`src/hdl/gtg_pkg.sv`:
```
// Package: shared types, codes and constants of the go-to-goal controller.
package gtg_pkg;

    typedef enum logic [2:0] {
        K_TICK   = 3'd0,
        K_START  = 3'd1,
        K_PAUSE  = 3'd2,
        K_RESUME = 3'd3,
        K_STOP   = 3'd4
    } t_kind;

    typedef enum logic [1:0] {
        M_ROTATE = 2'd0,
        M_TRACK  = 2'd1,
        M_STOP   = 2'd2
    } t_mode;

    typedef enum logic [2:0] {
        R_MAX_LIN = 3'd0,
        R_MIN_LIN = 3'd1,
        R_MAX_ANG = 3'd2,
        R_TOL_XY  = 3'd3,
        R_TOL_YAW = 3'd4
    } t_reg;

    typedef enum logic [11:0] {
        S_IDLE = 12'b000000000001,
        S_DEC  = 12'b000000000010,
        S_M0   = 12'b000000000100,
        S_M1   = 12'b000000001000,
        S_M2   = 12'b000000010000,
        S_ROT  = 12'b000000100000,
        S_CORD = 12'b000001000000,
        S_ERR  = 12'b000010000000,
        S_SQRT = 12'b000100000000,
        S_LIN  = 12'b001000000000,
        S_ANG  = 12'b010000000000,
        S_EMIT = 12'b100000000000
    } t_state;

    localparam logic [14:0] MAX_LIN_RST = 15'd2048;
    localparam logic [15:0] MIN_LIN_RST = 16'hF800;
    localparam logic [14:0] MAX_ANG_RST = 15'd4096;
    localparam logic [14:0] TOL_XY_RST  = 15'd26;
    localparam logic [14:0] TOL_YAW_RST = 15'd1043;

    localparam logic [16:0] ROT_ARM    = 17'd3651;
    localparam logic [16:0] ROT_DONE   = 17'd834;
    localparam logic [16:0] QTR_PI     = 17'd8192;
    localparam logic [16:0] ROT_GAIN   = 17'd38604;
    localparam logic [16:0] TRACK_GAIN = 17'd51472;
    localparam logic [15:0] ROT_LIMIT  = 16'd3277;
    localparam int          CORD_STEPS = 15;

    function automatic logic [13:0] atan_lut(input logic [3:0] i);
        logic [13:0] v;
        case (i)
            4'd0:  v = 14'd8192;
            4'd1:  v = 14'd4836;
            4'd2:  v = 14'd2555;
            4'd3:  v = 14'd1297;
            4'd4:  v = 14'd651;
            4'd5:  v = 14'd326;
            4'd6:  v = 14'd163;
            4'd7:  v = 14'd81;
            4'd8:  v = 14'd41;
            4'd9:  v = 14'd20;
            4'd10: v = 14'd10;
            4'd11: v = 14'd5;
            4'd12: v = 14'd3;
            4'd13: v = 14'd1;
            4'd14: v = 14'd1;
            default: v = 14'd0;
        endcase
        return v;
    endfunction

    function automatic logic [16:0] abs16(input logic signed [15:0] v);
        logic signed [16:0] w;
        w = {v[15], v};
        return v[15] ? 17'(-w) : 17'(w);
    endfunction

endpackage

```
`src/hdl/go_to_goal_velocity_controller.sv`:
```
// Top level: go-to-goal controller with a shared multiplier and CORDIC sequencer.
// Accept to o_out_valid: pause/stop go straight to emit; a tick goes via the goal check, then at goal,
// rotating or tracking (3 multiply steps, 15 CORDIC steps, up to 8 square-root steps, 2 multiplies).
// Flow: one request at a time; input stalls until the sequencer is idle, and the sequencer
// holds in its emit state while the output is stalled.
// Reset (i_rst_n low, synchronous): registers to defaults, navigation cleared.
module go_to_goal_velocity_controller
    import gtg_pkg::*;
(
    input  logic               i_clk,
    input  logic               i_rst_n,
    input  logic               i_in_valid,
    output logic               o_in_stall,
    input  logic [2:0]         i_kind,
    input  logic signed [15:0] i_pos_x,
    input  logic signed [15:0] i_pos_y,
    input  logic signed [15:0] i_heading,
    input  logic signed [15:0] i_goal_x,
    input  logic signed [15:0] i_goal_y,
    input  logic signed [15:0] i_goal_heading,
    input  logic signed [15:0] i_path_heading,
    input  logic               i_path_long,
    output logic               o_out_valid,
    input  logic               i_out_stall,
    output logic signed [15:0] o_linear_cmd,
    output logic signed [15:0] o_angular_cmd,
    output logic               o_at_goal,
    output logic [1:0]         o_mode,
    input  logic               psel,
    input  logic               penable,
    input  logic               pwrite,
    input  logic [4:0]         paddr,
    input  logic [31:0]        pwdata,
    output logic [31:0]        prdata,
    output logic               pready
);

    t_state r_state, n_state;

    logic [14:0]        r_max_lin, r_max_ang, r_tol_xy, r_tol_yaw;
    logic signed [15:0] r_min_lin;

    logic               r_nav, r_paused, r_need_rot;
    logic signed [15:0] r_rot_tgt, r_sgx, r_sgy, r_sgh;

    logic [2:0]         r_kind;
    logic signed [15:0] r_px, r_py, r_yaw, r_gx, r_gy, r_gh, r_ph;
    logic               r_plong;

    logic signed [16:0] r_dx, r_dy;
    logic [16:0]        r_adx, r_ady, r_ydiff, r_aerr, r_ae;
    logic               r_eneg, r_errneg, r_zero;
    logic [33:0]        r_d2;
    logic signed [33:0] r_x, r_y;
    logic signed [17:0] r_z;
    logic [3:0]         r_cnt;
    logic [8:0]         r_s;
    logic [15:0]        r_lin;

    logic signed [15:0] r_res_lin, r_res_ang;
    logic               r_res_reach;
    logic [1:0]         r_res_mode;

    logic               r_ovalid;
    logic signed [15:0] r_olin, r_oang;
    logic               r_oreach;
    logic [1:0]         r_omode;

    logic [16:0] m_a, m_b;
    logic [33:0] m_p;
    logic [7:0]  trial;
    logic        in_acc, cfg_wr, slot_free;

    assign in_acc     = i_in_valid && !o_in_stall;
    assign o_in_stall = (r_state != S_IDLE);
    assign cfg_wr     = psel && penable && pwrite && pready;
    assign pready     = 1'b1;
    assign slot_free  = !r_ovalid || !i_out_stall;
    assign trial      = r_s[7:0] | (8'd1 << r_cnt[2:0]);

    always_comb begin
        prdata = 32'd0;
        case (t_reg'(paddr[4:2]))
            R_MAX_LIN: prdata = {17'd0, r_max_lin};
            R_MIN_LIN: prdata = {{16{r_min_lin[15]}}, r_min_lin};
            R_MAX_ANG: prdata = {17'd0, r_max_ang};
            R_TOL_XY:  prdata = {17'd0, r_tol_xy};
            R_TOL_YAW: prdata = {17'd0, r_tol_yaw};
            default:   prdata = 32'd0;
        endcase
    end

    // shared multiplier operand select
    always_comb begin
        m_a = 17'd0;
        m_b = 17'd0;
        case (r_state)
            S_M0:    begin m_a = r_adx; m_b = r_adx; end
            S_M1:    begin m_a = r_ady; m_b = r_ady; end
            S_M2:    begin m_a = {2'd0, r_tol_xy}; m_b = {2'd0, r_tol_xy}; end
            S_ROT:   begin m_a = r_ae; m_b = ROT_GAIN; end
            S_SQRT:  begin m_a = {9'd0, trial}; m_b = {9'd0, trial}; end
            S_LIN:   begin m_a = {8'd0, r_s}; m_b = {2'd0, r_max_lin}; end
            S_ANG:   begin m_a = r_aerr; m_b = TRACK_GAIN; end
            default: begin m_a = 17'd0; m_b = 17'd0; end
        endcase
    end
    assign m_p = m_a * m_b;

    logic signed [15:0] dec_diff, rot_diff, err16, z16;
    logic signed [33:0] xs, ys;
    logic [16:0]        rnd_m;
    logic [15:0]        lin_raw, mag;
    logic signed [16:0] lin_s;

    always_comb begin
        dec_diff = r_ph - r_yaw;
        rot_diff = r_rot_tgt - r_yaw;
        xs       = r_x >>> r_cnt;
        ys       = r_y >>> r_cnt;
        z16      = r_zero ? 16'sd0 : r_z[15:0];
        err16    = z16 - r_yaw;
        rnd_m    = 17'((m_p + 34'd32768) >> 16);
        lin_raw  = 16'((m_p + 34'd128) >> 8);
        if (r_aerr >= QTR_PI) lin_raw = 16'd0;
        lin_s = {1'b0, lin_raw};
        if (lin_s < $signed({r_min_lin[15], r_min_lin})) lin_s = {r_min_lin[15], r_min_lin};
        if (lin_s > $signed({2'd0, r_max_lin})) lin_s = $signed({2'd0, r_max_lin});
        mag = 16'd0;
        if (r_state == S_ROT) begin
            mag = (rnd_m > {1'b0, ROT_LIMIT}) ? ROT_LIMIT : rnd_m[15:0];
        end else begin
            mag = (rnd_m > {2'd0, r_max_ang}) ? {1'b0, r_max_ang} : rnd_m[15:0];
        end
    end

    always_ff @(posedge i_clk) begin
        if (!i_rst_n) begin
            r_state    <= S_IDLE;
            r_max_lin  <= MAX_LIN_RST;
            r_min_lin  <= MIN_LIN_RST;
            r_max_ang  <= MAX_ANG_RST;
            r_tol_xy   <= TOL_XY_RST;
            r_tol_yaw  <= TOL_YAW_RST;
            r_nav      <= 1'b0;
            r_paused   <= 1'b0;
            r_need_rot <= 1'b0;
            r_rot_tgt  <= '0;
            r_sgx      <= '0;
            r_sgy      <= '0;
            r_sgh      <= '0;
            r_ovalid   <= 1'b0;
        end else begin
            r_state <= n_state;
            if (cfg_wr) begin
                case (t_reg'(paddr[4:2]))
                    R_MAX_LIN: r_max_lin <= pwdata[14:0];
                    R_MIN_LIN: r_min_lin <= pwdata[15:0];
                    R_MAX_ANG: r_max_ang <= pwdata[14:0];
                    R_TOL_XY:  r_tol_xy  <= pwdata[14:0];
                    R_TOL_YAW: r_tol_yaw <= pwdata[14:0];
                    default: ;
                endcase
            end
            if (r_state == S_EMIT && slot_free) r_ovalid <= 1'b1;
            else if (!i_out_stall)              r_ovalid <= 1'b0;
            case (r_state)
                S_DEC: begin
                    case (t_kind'(r_kind))
                        K_START: begin
                            r_sgx      <= r_gx;
                            r_sgy      <= r_gy;
                            r_sgh      <= r_gh;
                            r_need_rot <= r_plong && (abs16(dec_diff) > ROT_ARM);
                            if (r_plong && abs16(dec_diff) > ROT_ARM) r_rot_tgt <= r_ph;
                            r_nav    <= 1'b1;
                            r_paused <= 1'b0;
                        end
                        K_PAUSE:  r_paused <= 1'b1;
                        K_RESUME: if (r_nav && r_paused) r_paused <= 1'b0;
                        K_STOP: begin
                            r_nav    <= 1'b0;
                            r_paused <= 1'b0;
                        end
                        default: ;
                    endcase
                end
                S_M2: begin
                    if (r_d2 < m_p && r_ydiff < {2'd0, r_tol_yaw}) begin
                        r_nav    <= 1'b0;
                        r_paused <= 1'b0;
                    end else if (r_need_rot && r_ae < ROT_DONE) begin
                        r_need_rot <= 1'b0;
                    end
                end
                default: ;
            endcase
        end
    end

    // datapath registers
    always_ff @(posedge i_clk) begin
        if (in_acc) begin
            r_kind  <= i_kind;
            r_px    <= i_pos_x;
            r_py    <= i_pos_y;
            r_yaw   <= i_heading;
            r_gx    <= i_goal_x;
            r_gy    <= i_goal_y;
            r_gh    <= i_goal_heading;
            r_ph    <= i_path_heading;
            r_plong <= i_path_long;
        end
        case (r_state)
            S_DEC: begin
                r_dx      <= 17'(r_sgx) - 17'(r_px);
                r_dy      <= 17'(r_sgy) - 17'(r_py);
                r_adx     <= (17'(r_sgx) < 17'(r_px)) ? 17'(17'(r_px) - 17'(r_sgx))
                                                      : 17'(17'(r_sgx) - 17'(r_px));
                r_ady     <= (17'(r_sgy) < 17'(r_py)) ? 17'(17'(r_py) - 17'(r_sgy))
                                                      : 17'(17'(r_sgy) - 17'(r_py));
                r_ydiff   <= abs16(16'(r_sgh - r_yaw));
                r_ae      <= abs16(rot_diff);
                r_eneg    <= rot_diff[15];
                r_res_lin   <= '0;
                r_res_ang   <= '0;
                r_res_reach <= 1'b0;
                r_res_mode  <= M_STOP;
            end
            S_M0: r_d2 <= m_p;
            S_M1: r_d2 <= r_d2 + m_p;
            S_M2: begin
                r_cnt  <= '0;
                r_zero <= (r_dx == 17'sd0) && (r_dy == 17'sd0);
                if (r_dx < 0) begin
                    r_x <= -(34'(r_dx) <<< 14);
                    r_y <= -(34'(r_dy) <<< 14);
                    r_z <= 18'sd32768;
                end else begin
                    r_x <= 34'(r_dx) <<< 14;
                    r_y <= 34'(r_dy) <<< 14;
                    r_z <= '0;
                end
                r_res_reach <= 1'b1;
            end
            S_ROT: begin
                r_res_lin   <= '0;
                r_res_ang   <= r_eneg ? -$signed(mag) : $signed(mag);
                r_res_reach <= 1'b0;
                r_res_mode  <= M_ROTATE;
            end
            S_CORD: begin
                r_cnt <= r_cnt + 4'd1;
                if (r_y > 0) begin
                    r_x <= r_x + ys;
                    r_y <= r_y - xs;
                    r_z <= r_z + $signed({4'd0, atan_lut(r_cnt)});
                end else begin
                    r_x <= r_x - ys;
                    r_y <= r_y + xs;
                    r_z <= r_z - $signed({4'd0, atan_lut(r_cnt)});
                end
            end
            S_ERR: begin
                r_aerr   <= abs16(err16);
                r_errneg <= err16 < 0;
                r_cnt    <= 4'd7;
                r_s      <= (r_d2 >= 34'd65536) ? 9'd256 : 9'd0;
            end
            S_SQRT: begin
                r_cnt <= r_cnt - 4'd1;
                if (m_p <= r_d2) r_s <= {1'b0, trial};
            end
            S_LIN: r_lin <= lin_s[15:0];
            S_ANG: begin
                r_res_lin   <= r_lin;
                r_res_ang   <= r_errneg ? -$signed(mag) : $signed(mag);
                r_res_reach <= 1'b0;
                r_res_mode  <= M_TRACK;
            end
            S_EMIT: begin
                if (slot_free) begin
                    r_olin   <= r_res_lin;
                    r_oang   <= r_res_ang;
                    r_oreach <= r_res_reach;
                    r_omode  <= r_res_mode;
                end
            end
            default: ;
        endcase
    end

    always_comb begin
        n_state = r_state;
        case (r_state)
            S_IDLE: if (in_acc) n_state = S_DEC;
            S_DEC: begin
                case (t_kind'(r_kind))
                    K_PAUSE, K_STOP: n_state = S_EMIT;
                    K_TICK:  n_state = (r_nav && !r_paused) ? S_M0 : S_IDLE;
                    default: n_state = S_IDLE;
                endcase
            end
            S_M0: n_state = S_M1;
            S_M1: n_state = S_M2;
            S_M2: begin
                if (r_d2 < m_p && r_ydiff < {2'd0, r_tol_yaw}) n_state = S_EMIT;
                else if (r_need_rot && r_ae >= ROT_DONE)      n_state = S_ROT;
                else                                          n_state = S_CORD;
            end
            S_ROT:  n_state = S_EMIT;
            S_CORD: if (r_cnt == 4'(CORD_STEPS - 1)) n_state = S_ERR;
            S_ERR:  n_state = (r_d2 >= 34'd65536) ? S_LIN : S_SQRT;
            S_SQRT: if (r_cnt == 4'd0) n_state = S_LIN;
            S_LIN:  n_state = S_ANG;
            S_ANG:  n_state = S_EMIT;
            S_EMIT: if (slot_free) n_state = S_IDLE;
            default: n_state = S_IDLE;
        endcase
    end

    assign o_out_valid    = r_ovalid;
    assign o_linear_cmd   = r_olin;
    assign o_angular_cmd  = r_oang;
    assign o_at_goal      = r_oreach;
    assign o_mode         = r_omode;

`ifndef SYNTHESIS
    a_onehot: assert property (@(posedge i_clk) disable iff (!i_rst_n) $onehot(r_state))
        else $error("state not one-hot");
    a_rot_lin: assert property (@(posedge i_clk) disable iff (!i_rst_n)
        (o_out_valid && o_mode == M_ROTATE) |-> (o_linear_cmd == 16'sd0))
        else $error("rotate command with linear speed");
    a_reach_mode: assert property (@(posedge i_clk) disable iff (!i_rst_n)
        (o_out_valid && o_at_goal) |-> (o_mode == M_STOP && o_angular_cmd == 16'sd0))
        else $error("goal reached with motion");
    a_out_src: assert property (@(posedge i_clk) disable iff (!i_rst_n)
        $rose(r_ovalid) |-> $past(r_state == S_EMIT))
        else $error("result outside emit state");
`endif

endmodule
```
`config.mk`:
```
export PLATFORM = sky130hd
export DESIGN_NAME = go_to_goal_velocity_controller
export DESIGN_NICKNAME = d
export VERILOG_FILES = /design/src/hdl/gtg_pkg.sv /design/src/hdl/go_to_goal_velocity_controller.sv
export SDC_FILE = /design/constraint.sdc
export NUM_CORES = 2
export LEC_CHECK = 0
export ABC_CLOCK_PERIOD_IN_PS = 19880
export BUFFER_PORTS_ARGS = -buffer_cell sky130_fd_sc_hd__buf_2
export CORE_ASPECT_RATIO = 1.1
export CORE_MARGIN = 1.5
export CORE_UTILIZATION = 50
export DETAILED_ROUTE_END_ITERATION = 8
export HOLD_SLACK_MARGIN = 0.08
export PLACE_DENSITY = 0.67
export SYNTH_ARGS = -nofsm -noshare
export SYNTH_HDL_FRONTEND = slang
export SYNTH_SLANG_ARGS = --single-unit
```
`constraint.sdc`:
```
create_clock -name i_clk -period 19.88 [get_ports i_clk]
set_clock_uncertainty 0.2 [all_clocks]
set_input_delay 1.988 -clock i_clk [delete_from_list [all_inputs] [get_ports i_clk]]
set_output_delay 1.988 -clock i_clk [all_outputs]
set_load 0.01 [all_outputs]
```
---- Yosys cells after proc, flatten, opt, wreduce, memory -nomap -nowiden ----
Memory sizes are Yosys's and may differ from the RTL's. A register that Yosys moved wholly into a read port is not among the register bits.
Cells that the tools add are included.
storage, ports and cells
  memories kept ........................... 2
  register bits ........................... 613
  bits in read-only memories .............. 448
  output and inout bits ................... 70
memory list
  memory           words  bits a word  read ports  clocked after Yosys merged registers in  wr ports  line           source
  (no name shown)  16     14           1           1                                        0         gtg_pkg.sv:57  case (i)
  (no name shown)  16     14           1           1                                        0         gtg_pkg.sv:57
cells by class
  magnitude comparators ................... 17
  shift-type cells ........................ 3
  multiply operators ...................... 1
  add/sub/neg operators ................... 26
  eq/ne operators ......................... 35
  mux-type cells .......................... 64
  reductions and logical operators ........ 47
  bitwise operators ....................... 1
operator list
  cell                                                                                    count
  17-bit case mux with 7 select lines                                                     2
  34-bit case mux with 2 select lines                                                     3
  32-bit case mux with 5 select lines                                                     1
  34-bit two-way mux                                                                      4
  12-bit case mux with 11 select lines                                                    1
  16-bit two-way mux                                                                      8
  34-bit adder                                                                            3
  17-bit two-way mux                                                                      4
  16-bit negator with 17-bit output                                                       4
  31-bit negator with 34-bit output                                                       2
  34-bit by 4-bit >>> shifter with 34-bit output                                          2
  16-bit by 16-bit subtractor with 17-bit output                                          4
  34-bit subtractor                                                                       2
  16-bit subtractor                                                                       4
  12-bit two-way mux                                                                      5
  15-bit two-way mux                                                                      4
  14-bit two-way mux                                                                      4
  16-bit case mux with 3 select lines                                                     1
  18-bit case mux with 2 select lines                                                     1
  34-bit by 17-bit greater-or-equal comparator with 1-bit output (second input constant)  1
  17-bit by 12-bit > comparator with 1-bit output (second input constant)                 2
  34-bit by 1-bit > comparator with 1-bit output (second input constant)                  1
  34-bit <= comparator                                                                    1
  17-bit logical NOT                                                                      2
  70 further kinds                                                                        128

---- Longest topological paths before layout ----
  depth in word-level cells ............... 11
  gate-level depth with buffers ........... 69

---- Worst setup path before layout ----
OpenSTA, ideal clock, no wires.
  kind .................................... flip-flop to flip-flop
  start point ............................. register r_cnt[0]
  end point ............................... register r_lin[10] (data pin)
  path buffers ............................ 13
  setup slack ............................. 5.166 ns
  setup time .............................. 0.260 ns
  data required time ...................... 19.420 ns
  period minus slack after synthesis ...... 14.714 ns
  data arrival time ....................... 14.254 ns
  cell stages (with the launch flop) ...... 66
  cells stage by stage .................... edfxtp_1 > clkbuf_1 > buf_1 > clkbuf_1 > buf_1 > buf_2 > buf_2 > clkbuf_1 > nor3_1 > nor2_1 > nor2_1 > a21oi_1 > nand2_1 > a211oi_1 > clkbuf_1 > nor2_1 > fa_1 > inv_1 > (+30 left out) > o21ai_0 > ha_1 > nor2b_1 > o21a_1 > o21a_1 > o21ai_0 > nand2b_1 > a21oi_1 > nor2b_1 > o21ai_0 > nand2b_1 > a21oi_1 > o21ai_0 > nand2_1 > o21ai_0 > a31oi_1 > clkbuf_1 > mux2_2
on the way
  cells in the longest elaborated chain, start to end .. 10
RTL lines
  element                                           line                                   source
  start, declared                                   go_to_goal_velocity_controller.sv:56   logic [3:0] r_cnt;
  start signal, assigned                            go_to_goal_velocity_controller.sv:253  r_cnt <= r_cnt + 4'd1;
  start signal, assigned                            go_to_goal_velocity_controller.sv:271  r_cnt <= r_cnt - 4'd1;
  1-bit by 3-bit left shift with 8-bit output *     go_to_goal_velocity_controller.sv:79   assign trial = r_s[7:0] | (8'd1 << r_cnt[2:0]);
  8-bit bitwise OR *                                go_to_goal_velocity_controller.sv:79
  17-bit case mux with 7 select lines               go_to_goal_velocity_controller.sv:97   case (r_state)
  17-bit by 17-bit multiplier with 34-bit output *  go_to_goal_velocity_controller.sv:108  assign m_p = m_a * m_b;
  24-bit by 8-bit adder with 24-bit output *        go_to_goal_velocity_controller.sv:124  lin_raw = 16'((m_p + 34'd128) >> 8);
  16-bit two-way mux *                              go_to_goal_velocity_controller.sv:125  if (r_aerr >= QTR_PI) lin_raw = 16'd0;
  17-bit by 16-bit < comparator with 1-bit output   go_to_goal_velocity_controller.sv:127  if (lin_s < $signed({r_min_lin[15], r_min_lin})) lin_s = {r_min_lin[15], r_min_lin};
  17-bit two-way mux *                              go_to_goal_velocity_controller.sv:127
  17-bit by 16-bit > comparator with 1-bit output   go_to_goal_velocity_controller.sv:128  if (lin_s > $signed({2'd0, r_max_lin})) lin_s = $signed({2'd0, r_max_lin});
  15-bit two-way mux *                              go_to_goal_velocity_controller.sv:128
  named net lin_s[10]                               go_to_goal_velocity_controller.sv:114  logic signed [16:0] lin_s;
  end signal, assigned                              go_to_goal_velocity_controller.sv:274  S_LIN: r_lin <= lin_s[15:0];
  end, declared                                     go_to_goal_velocity_controller.sv:58   logic [15:0] r_lin;
Mark *: on every way through the listed nets, which the timed path passes. The rest lies on a longest branch.
A chain may end at the register's enable or synchronous reset.

---- Worst setup path in the final report ----
  start point ............................. register r_state[5]
  end point ............................... register r_lin[5] (data pin)
on the way
  cells in the longest elaborated chain, start to end .. 9
RTL lines
  element                                                                         line                                   source
  start, declared                                                                 go_to_goal_velocity_controller.sv:38   t_state r_state, n_state;
  start signal, assigned                                                          go_to_goal_velocity_controller.sv:154  r_state <= n_state;
  12-bit by 11-bit equality test with 1-bit output, or another cell as far along  go_to_goal_velocity_controller.sv:97
  17-bit case mux with 7 select lines                                             go_to_goal_velocity_controller.sv:97
  17-bit by 17-bit multiplier with 34-bit output *                                go_to_goal_velocity_controller.sv:108
  24-bit by 8-bit adder with 24-bit output *                                      go_to_goal_velocity_controller.sv:124
  16-bit two-way mux *                                                            go_to_goal_velocity_controller.sv:125
  17-bit by 16-bit < comparator with 1-bit output                                 go_to_goal_velocity_controller.sv:127
  17-bit two-way mux *                                                            go_to_goal_velocity_controller.sv:127
  17-bit by 16-bit > comparator with 1-bit output                                 go_to_goal_velocity_controller.sv:128
  15-bit two-way mux *                                                            go_to_goal_velocity_controller.sv:128
  named net lin_s[5]                                                              go_to_goal_velocity_controller.sv:114
Marks and branches as above.

==> results.sh <==
export IMPL_p_int_mw=2.37
export IMPL_grt_start_max_net_pins=104
export IMPL_critPathSlowestCell="ha_1"
export IMPL_setup_viol=0
export IMPL_relSlewSlack_pct=8.03
export IMPL_synth_top_cells_by_count="861 x nand2_1, 608 x inv_1, 492 x nor2_1, 463 x ha_1, 453 x edfxtp_1"
export IMPL_vias=43800
export IMPL_cts_resized_gates=0
export IMPL_post_synth_top_count_cell="nand2_1"
export IMPL_synth_edf_count=453
export IMPL_synth_area_leaders="edfxtp_1 25%, ha_1 11%, fa_1 8.7%"
export IMPL_swShare_pct=24.5
export IMPL_avgViaCountPerCell=5.78
export IMPL_yosys_warnings=0
export IMPL_timing_hold_ws_ps=218
export IMPL_yosysTopAreaCell="edfxtp_1"
export IMPL_seq_area_sq_um=17000
export IMPL_netlist_area_sq_um=54300
export IMPL_start_util_pct=50.5
export IMPL_cts_sinks=623
export IMPL_crit_family="adder cells"
export IMPL_syn_avg_cell_area_sq_um=9.03
export IMPL_die_h_um=349
export IMPL_drive_gt1_share_pct=9.36
export IMPL_io_buffer_count=210
export IMPL_drt_iter0_markers=3529
export IMPL_antenna_found_initial=2
export IMPL_area_growth_syn_to_layout_pct=9.00
export IMPL_gp_congestion=0.961
export IMPL_cts_clk_slew_worst_paths_ps=60
export IMPL_htreeDepth=3
export IMPL_pre_cts_slack_ps=4730
export IMPL_grt_total_usage_pct=27.0
export IMPL_power_density_nw_per_um2=53.0
export IMPL_r2r_slack_ps=4350
export IMPL_cap_violations=0
export IMPL_synth_async_reset_ratio_pct=0
export IMPL_critPathBufInv=7
export IMPL_clkPwrFrac_pct=44.9
export IMPL_detail_route_antenna_nets=0
export IMPL_yosysTopAreaCellShare_pct=25.1
export IMPL_hpwl_um=117000
export IMPL_cp_start_kind="flip-flop"
export IMPL_first_global_vias=42300
export IMPL_pwr_share_seq_pct=46.2
export IMPL_min_period_ps=15530
export IMPL_postCtsHoldBufs=0
export IMPL_clock_latency_ps=680
export IMPL_min_period_over_period_pct=78.1
export IMPL_p_leak_nw=25.1
export IMPL_io_pins=230
export IMPL_numCtsBuffers=72
export IMPL_outcome="finished, final reports clean"
export IMPL_required_ps=20090
export IMPL_postCtsSetupBuffers=0
export IMPL_max_clock_path_buffers=3
export IMPL_placed_area_sq_um=56600
export IMPL_grt_overflow_total=0
export IMPL_post_route_worst_setup_slack_ps=4350
export IMPL_wire_per_inst_um=19.8
export IMPL_final_area_sq_um=59200
export IMPL_final_setup_tns_ps=0
export IMPL_hold_violations=0
export IMPL_ys_types=110
export IMPL_clock_fmax_mhz=64.4
export IMPL_ys_flop_type="edfxtp_1"
export IMPL_cts_tree="built"
export IMPL_hp_class="flip-flop to flip-flop"
export IMPL_root_buffer="clkbuf_16"
export IMPL_fillers=9693
export IMPL_drv_slew=0
export IMPL_critPathKind="flip-flop to flip-flop"
export IMPL_combPwrFrac_pct=8.9
export IMPL_cp_arrival_ps=15740
export IMPL_multi_input_area_sq_um=34000
export IMPL_tightest_slew_ps=1370
export IMPL_die_x_um=317
export IMPL_wirelength_um=150000
export IMPL_rsz0062_at_grt="false"
export IMPL_worstPathMaxFanout=61
export IMPL_grt_pass1_wl_um=233000
export IMPL_die_area_sq_um=111000
export IMPL_post_route_drc_count=0
export IMPL_p_switching_uw=769
export IMPL_end_kind="flip-flop"
export IMPL_seq_area_frac_synth_pct=31.3
export IMPL_drt_first_pass_iters=7
export IMPL_core_sq_um=108000
export IMPL_cp_slowest_stage_delay_ps=800
export IMPL_fp_row_count=126
export IMPL_fin_nets=6972
export IMPL_synth_cells=6012
export IMPL_vdd_drop_max_v=0.0000722
export IMPL_power_total_mw=3.14
export IMPL_yosys_register_bits=623
-- layout by cell type, fill, tap and decap left out, types with 14 or more instances in the layout --
master,Yosys,routed
edfxtp_1,453,453
nand2b_1,53,52
or3_1,36,36
a211oi_1,30,29
mux2_2,40,40
a31oi_1,31,31
o21a_1,39,39
or2_2,21,21
o22ai_1,21,21
mux2i_1,125,124
mux4_2,61,61
a211o_1,17,17
o41ai_1,16,16
o211ai_1,32,32
nor3_1,100,99
nand4_1,24,24
clkbuf_16,0,73
nor4_1,33,31
o21bai_1,32,32
and2_1,58,57
o31ai_1,23,23
a22oi_1,33,33
a21oi_1,311,309
fa_1,237,237
a21o_1,98,98
and3_1,51,50
nor2b_1,82,81
o21ai_0,300,299
a21boi_0,136,136
xor2_1,127,127
nand2_1,861,861
xnor2_1,241,241
nand3_1,92,91
a221oi_1,14,14
inv_1,608,607
nor2_1,492,491
buf_2,10,209
dfxtp_1,170,170
ha_1,463,463
buf_4,17,58
-- path summary, 6_finish.rpt --
path	start	endpoint	cells after the start
setup / recovery	r_state[5]$_SDFFE_PN0P_	r_lin[5]$_DFFE_PN_	52
hold / removal	r_res_lin[14]$_SDFFCE_PN0N_	o_linear_cmd[14]$_DFFE_PP_	0
setup reg to reg	r_state[5]$_SDFFE_PN0P_	r_lin[5]$_DFFE_PN_	52
hold reg to reg	r_res_lin[14]$_SDFFCE_PN0N_	o_linear_cmd[14]$_DFFE_PP_	0
-- state kept, by name, indices dropped and copies added, names as in the netlist, 17 cells and up, named ones only --
name / count
r_y: 34
r_ae: 17
r_dy: 17
r_dx: 17
r_aerr: 17
r_ydiff: 17
r_d2: 34
r_x: 34
-- stage by stage --
| stage | std cells | utilization [%] |
|---|---|---|
| after floorplan | 6014 | - |
| after global placement | 7446 | 52.7 |
| after detailed placement | 7446 | 52.7 |
| after CTS | 7580 | 55.0 |
| after global routing | 7580 | 55.0 |
| final | 7581 | 55.0 |
-- routing by layer --
| layer | GRT usage (%) | part of all wire (%) |
|---|---|---|
| met1 | 34.0 | 41 |
| met2 | 46.0 | 48 |
| met3 | 3.18 | 5.9 |
| met4 | 12.5 | 4.9 |
| met5 | 0 | 0 |
-- cell type report --
| type | instances | share of cell area (%) |
|---|---|---|
| Multi-Input combinational cell | 4530 | 57.6 |
| Sequential cell | 623 | 28.7 |
| Inverter | 618 | 3.93 |
| Clock buffer | 87 | 3.21 |
| Tap cell | 1408 | 2.98 |
| Timing Repair Buffer | 267 | 2.50 |
| Clock inverter | 47 | 1.07 |
| Antenna cell | 1 | 0.00423 |
-- cell families (layout without fill, tap and decap cells) --
| group | count (synthesis) | in the layout | synth area share (%) |
|---|---|---|---|
| flops | 623 | 623 | 31.3 |
| xor+xnor | 370 | 370 | 6.00 |
| other cells | 2 | 5 | 0.0138 |
| compound gates | 1241 | 1241 | 14.8 |
| fa+ha+maj | 700 | 700 | 19.4 |
| buf+inv | 861 | 1019 | 6.11 |
| mux | 226 | 226 | 5.67 |
| simple gates | 1989 | 1989 | 16.7 |
-- power groups by stage --
stage	logic, mW	registers (mW)	clock network [mW]
floorplan	0.201	1.47	0
global placement	0.271	1.48	0
detailed placement	0.277	1.48	0
CTS	0.278	1.45	1.43
global route	0.310	1.45	1.48
finish	0.279	1.45	1.41
-- worst reg2reg max path: cells and delay by family (launching register included) --
kind	cells	cell delay (ps)
simple gates	15	3160
compound gates	18	4200
flops	1	370
xor+xnor	1	290
buf+inv	7	1730
mux	1	370
fa+ha+maj	10	4910
(Power assumes the default switching activity.)
